[src/rtl/rpvs_pkg.sv]
package rpvs_pkg;

	// field widths of the input and result words
	localparam int SCORE_W = 17;
	localparam int MATCH_W = 16;
	localparam int DRAW_W  = 16;
	localparam int OUT_W   = 10;
	localparam int VAL_W   = 17;

	// serial divider widths: 2^32 dividend, divisor up to 2^17
	localparam int DIVD_W  = 33;
	localparam int DIVS_W  = 18;

	// opcodes
	localparam logic [1:0] OP_CLEAR  = 2'd0;
	localparam logic [1:0] OP_LOAD   = 2'd1;
	localparam logic [1:0] OP_SELECT = 2'd2;

	// 1.0 in Q1.16
	localparam logic [VAL_W-1:0] ONE_Q16 = 17'h10000;

	typedef enum logic [3:0] {
		ST_IDLE,
		ST_DIVF_GO,
		ST_DIVF_WAIT,
		ST_DIVI_GO,
		ST_DIVI_WAIT,
		ST_MUL,
		ST_WALK,
		ST_RESULT
	} state_t;

	// controller to datapath
	typedef struct packed {
		logic capture;
		logic clear_pop;
		logic div_start_f;
		logic fit_latch;
		logic div_start_i;
		logic write_entry;
		logic mul_step;
		logic walk_start;
		logic publish;
	} cmd_t;

	// datapath to controller
	typedef struct packed {
		logic full;
		logic empty;
		logic div_done;
		logic mul_last;
		logic walk_done;
	} sts_t;

endpackage

[src/rtl/rpvs_ctrl.sv]
module rpvs_ctrl (
	input  logic               clk,
	input  logic               arst_n,
	input  logic               start,
	input  logic [1:0]         opcode,
	output logic               busy,
	output rpvs_pkg::cmd_t     cmd,
	input  rpvs_pkg::sts_t     sts
);
	import rpvs_pkg::*;

	state_t state_q;
	state_t state_d;

	// state register
	always_ff @(posedge clk or negedge arst_n) begin
		if (!arst_n) begin
			state_q <= ST_IDLE;
		end else begin
			state_q <= state_d;
		end
	end

	// next state and commands
	always_comb begin
		state_d = state_q;
		cmd     = '0;
		case (state_q)
			ST_IDLE: begin
				if (start) begin
					cmd.capture = 1'b1;
					case (opcode)
						OP_CLEAR: begin
							cmd.clear_pop = 1'b1;
						end
						OP_LOAD: begin
							if (!sts.full) begin
								state_d = ST_DIVF_GO;
							end
						end
						OP_SELECT: begin
							state_d = sts.empty ? ST_RESULT : ST_MUL;
						end
						default: begin
							state_d = ST_IDLE;
						end
					endcase
				end
			end
			ST_DIVF_GO: begin
				cmd.div_start_f = 1'b1;
				state_d = ST_DIVF_WAIT;
			end
			ST_DIVF_WAIT: begin
				if (sts.div_done) begin
					cmd.fit_latch = 1'b1;
					state_d = ST_DIVI_GO;
				end
			end
			ST_DIVI_GO: begin
				cmd.div_start_i = 1'b1;
				state_d = ST_DIVI_WAIT;
			end
			ST_DIVI_WAIT: begin
				if (sts.div_done) begin
					cmd.write_entry = 1'b1;
					state_d = ST_IDLE;
				end
			end
			ST_MUL: begin
				cmd.mul_step = 1'b1;
				if (sts.mul_last) begin
					cmd.walk_start = 1'b1;
					state_d = ST_WALK;
				end
			end
			ST_WALK: begin
				if (sts.walk_done) begin
					state_d = ST_RESULT;
				end
			end
			ST_RESULT: begin
				cmd.publish = 1'b1;
				state_d = ST_IDLE;
			end
			default: begin
				state_d = ST_IDLE;
			end
		endcase
	end

	assign busy = (state_q != ST_IDLE);

endmodule

[config.mk]
export PLATFORM = sky130hd
export DESIGN_NAME = rpvs_ctrl
export DESIGN_NICKNAME = d
export VERILOG_FILES = /design/src/rtl/rpvs_pkg.sv /design/src/rtl/rpvs_ctrl.sv
export SDC_FILE = /design/constraint.sdc
export NUM_CORES = 1
export LEC_CHECK = 0
export ABC_AREA = 1
export BUFFER_PORTS_ARGS = -buffer_cell sky130_fd_sc_hd__buf_2
export CAP_MARGIN = 20
export CORE_MARGIN = 3
export CORE_UTILIZATION = 30
export CTS_CLUSTER_SIZE = 8
export DETAILED_ROUTE_END_ITERATION = 10
export GPL_TIMING_DRIVEN = 0
export PLACE_DENSITY = 0.61
export SLEW_MARGIN = 40
export SYNTH_ARGS = -nofsm -noshare
export SYNTH_HDL_FRONTEND = slang
export SYNTH_SLANG_ARGS = --single-unit
export TNS_END_PERCENT = 50
[constraint.sdc]
create_clock -name clk -period 1.2 [get_ports clk]
set_input_delay 0.12 -clock clk [delete_from_list [all_inputs] [get_ports clk]]
set_output_delay 0.12 -clock clk [all_outputs]
set_load 0.05 [all_outputs]
==> results.cfg <==
[worst_setup_path]
critPathKind = reg -> out
critPathMaxFanout = 3
r2r_start = state_q[1]
cp-startpoint = state_q[1]
reg2reg_setup_slack_ns = -0.16
cp-start-kind = flop
cp.arrival_ns = 1.37
crit_path_end_kind = output port
required_ns = 1.08

[global_routing]
grt_pass1_vias = 592
grt_pass1_wl_mm = 2.42
overflow = 0
antenna_found_initial = 0
track_usage_pct = 16.4
grt_max_degree = 6

[drt]
dr.pass1.iters = 4
final_antenna_net_count = 0
viasPerCell = 4.90
num_vias = 642
drtIter0Drc = 8
drc_errors = 0
wl_per_cell_um = 12.7
drt_wl_total_mm = 1.66

[power]
p_per_area_nw_per_um2 = 2750
seq_power_share_pct = 8.1
comb_power_share_pct = 85.2
swShare_pct = 49.5
p_leak_uw = 0.000556
p_int_uw = 1390
power_uw = 2760
p_switching_uw = 1370
clkPwrFrac_pct = 6.7
peakVddDrop_v = 0.00151

[cells_and_area]
top_register = state_q
design_area_um2 = 1000
largestRegisters = state_q (3)
fin_cells = 131
multi_input_area_um2 = 389
final_util_pct = 73.4
largest_reg_flops = 3
fin_nets = 130
area_delta_synth_final_pct = 117
num-fill-cells = 104
diodes = 0
seqCellArea_um2 = 77.6
layout-drive-gt1-share_pct = 60.3

[die]
start_util_pct = 33.8
rows = 13
io_pins = 20
die_h_um = 45.2
core_um2 = 1370
die_w_um = 45.2
die_area_um2 = 2050

[timing]
setup_viol = 13
finalCritPeriodShare_pct = 124
post-route-min-period_ns = 1.49
grt_setup_unrepaired = yes
fin_ws_ns = -0.288
worstMarginPinSlew_ns = 0.241
maxSlewViolCount = 0
finalHoldViolations = 0
fin_skew_ns = 0.00591
max-slew-margin-rel_pct = 83.9
fmaxAchievable_mhz = 672

[cts]
insertion_delay_ns = 0.24
h-tree-depth = 1
cts_num_sinks = 3
cts_tree = yes
cts_root_buf = clkbuf_4
cts-buffers-inserted = 3
clockBufferDepth = 2
clkTransAtPathRegs_ns = 0.04

[yosys]
synth_top_area_cell = dfrtp_1
seq_area_frac_synth_pct = 16.3
yosysTopAreaCellShare_pct = 16.3
synthTopCellsByArea = dfrtp_1 (16%), nand2_1 (16%), nand3_1 (13%), inv_1 (8.9%), ha_1 (8.1%)
synth_ff_type = dfrtp_1
async_flop_share_pct = 100
synth.most_common_cell = nand2_1
postSynthAreaPerCell_um2 = 6.24
ys_ff_latch = 3
ys_types = 17
syn-instance-count = 74
netlist_area_um2 = 462
synthTopCellsByCount = nand2_1 (20), nand3_1 (12), inv_1 (11), nor2_1 (8), inv_2 (5)
yosysWarnings = 0
syn-num-nets = 87
synth_edf_count = 0

[place]
dp_hpwl_um = 805
dp_cells = 108
dpl_cell_area_um2 = 602
io_buffers = 19
place.gp.congestion = 0.817

[run_status]
status = finished, violations left
violations = setup timing

[job]
maxCapViolCount = 0

[hold_path]
hold_path.class = in -> async
placed cells by master (no fill, tap or decap), drive strengths merged:
cell	synthesis	final
dlygate4sd3	0	1
buf	2	38
inv	16	15
bufbuf	0	1
nand2	21	21
clkbuf	0	4
clkinv	0	1
dfrtp	3	3
nand3	13	13
nor3	2	2
nor2	12	12
nand4	2	2
ha	3	3
cells by family (layout without fill, tap and decap cells):
kind of cell	Yosys count	in the layout	synth area share [%]
simple gates	50	50	55.8
buf+inv	18	60	19.8
fa+ha+maj	3	3	8.13
flops	3	3	16.3
power by group through the flow:
stage / clock (uW) / sequential, uW / combinational, uW
final: 184 / 224 / 2350
after global routing: 193 / 232 / 2520
after CTS: 180 / 198 / 2070
after detailed placement: 0 / 209 / 1280
after global placement: 0 / 209 / 1280
after floorplan: 0 / 198 / 1080
repair_timing:
| item | 4_1_cts | 5_1_grt |
|---|---|---|
| setup endpoints to repair | 13 | 13 |
| buffers inserted | 15 | 5 |
| pin swaps | 7 | 6 |
| hold endpoints to repair | 3 | 0 |
| hold buffers | 1 | 0 |
| gates resized for setup | 41 | 20 |
| gates cloned | 1 | 0 |
cell type report:
| class | count | share of cell area (%) |
|---|---|---|
| timing repair buffer | 39 | 38.0 |
| tap | 15 | 1.87 |
| buffer | 1 | 2.00 |
| sequential | 3 | 7.73 |
| clock buffer | 4 | 2.62 |
| multi-input combinational | 53 | 38.8 |
| inverter | 16 | 8.98 |
final timing paths:
kind | endpoint | cells after the start
max in group asynchronous | state_q[1] | 2
worst min register to register | state_q[0] | 3
worst min-delay path | state_q[0] | 2
worst max register to register | state_q[2] | 10
worst max-delay path | cmd[7] | 6
min in group clk | state_q[0] | 4
worst max-delay path, stage by stage (launching register included):
cell	delay, ns
dfrtp_2	0.43
nor2_4	0.18
inv_4	0.07
nor2_8	0.12
inv_8	0.05
nor3_4	0.11
buf_6	0.18
metal layers:
layer | vias to the layer above | track usage, % | share of wire (%)
li1 | 314 | - | -
met1 | 299 | 20.6 | 38
met2 | 23 | 29.4 | 56
met3 | 6 | 2.39 | 3.6
met4 | 0 | 3.51 | 2.4
met5 | - | 0 | 0
stage by stage:
step | TNS, ns | hold WS (ns) | setup WS, ns
floorplan | -1.38 | -0.176 | -0.269
global placement | -0.541 | -0.0852 | -0.221
detailed placement | -0.530 | -0.0843 | -0.224
CTS | -2.33 | 0.211 | -0.298
global route | -3.46 | 0.225 | -0.368
finish | -2.64 | 0.210 | -0.288
(Power assumes the default switching activity.)
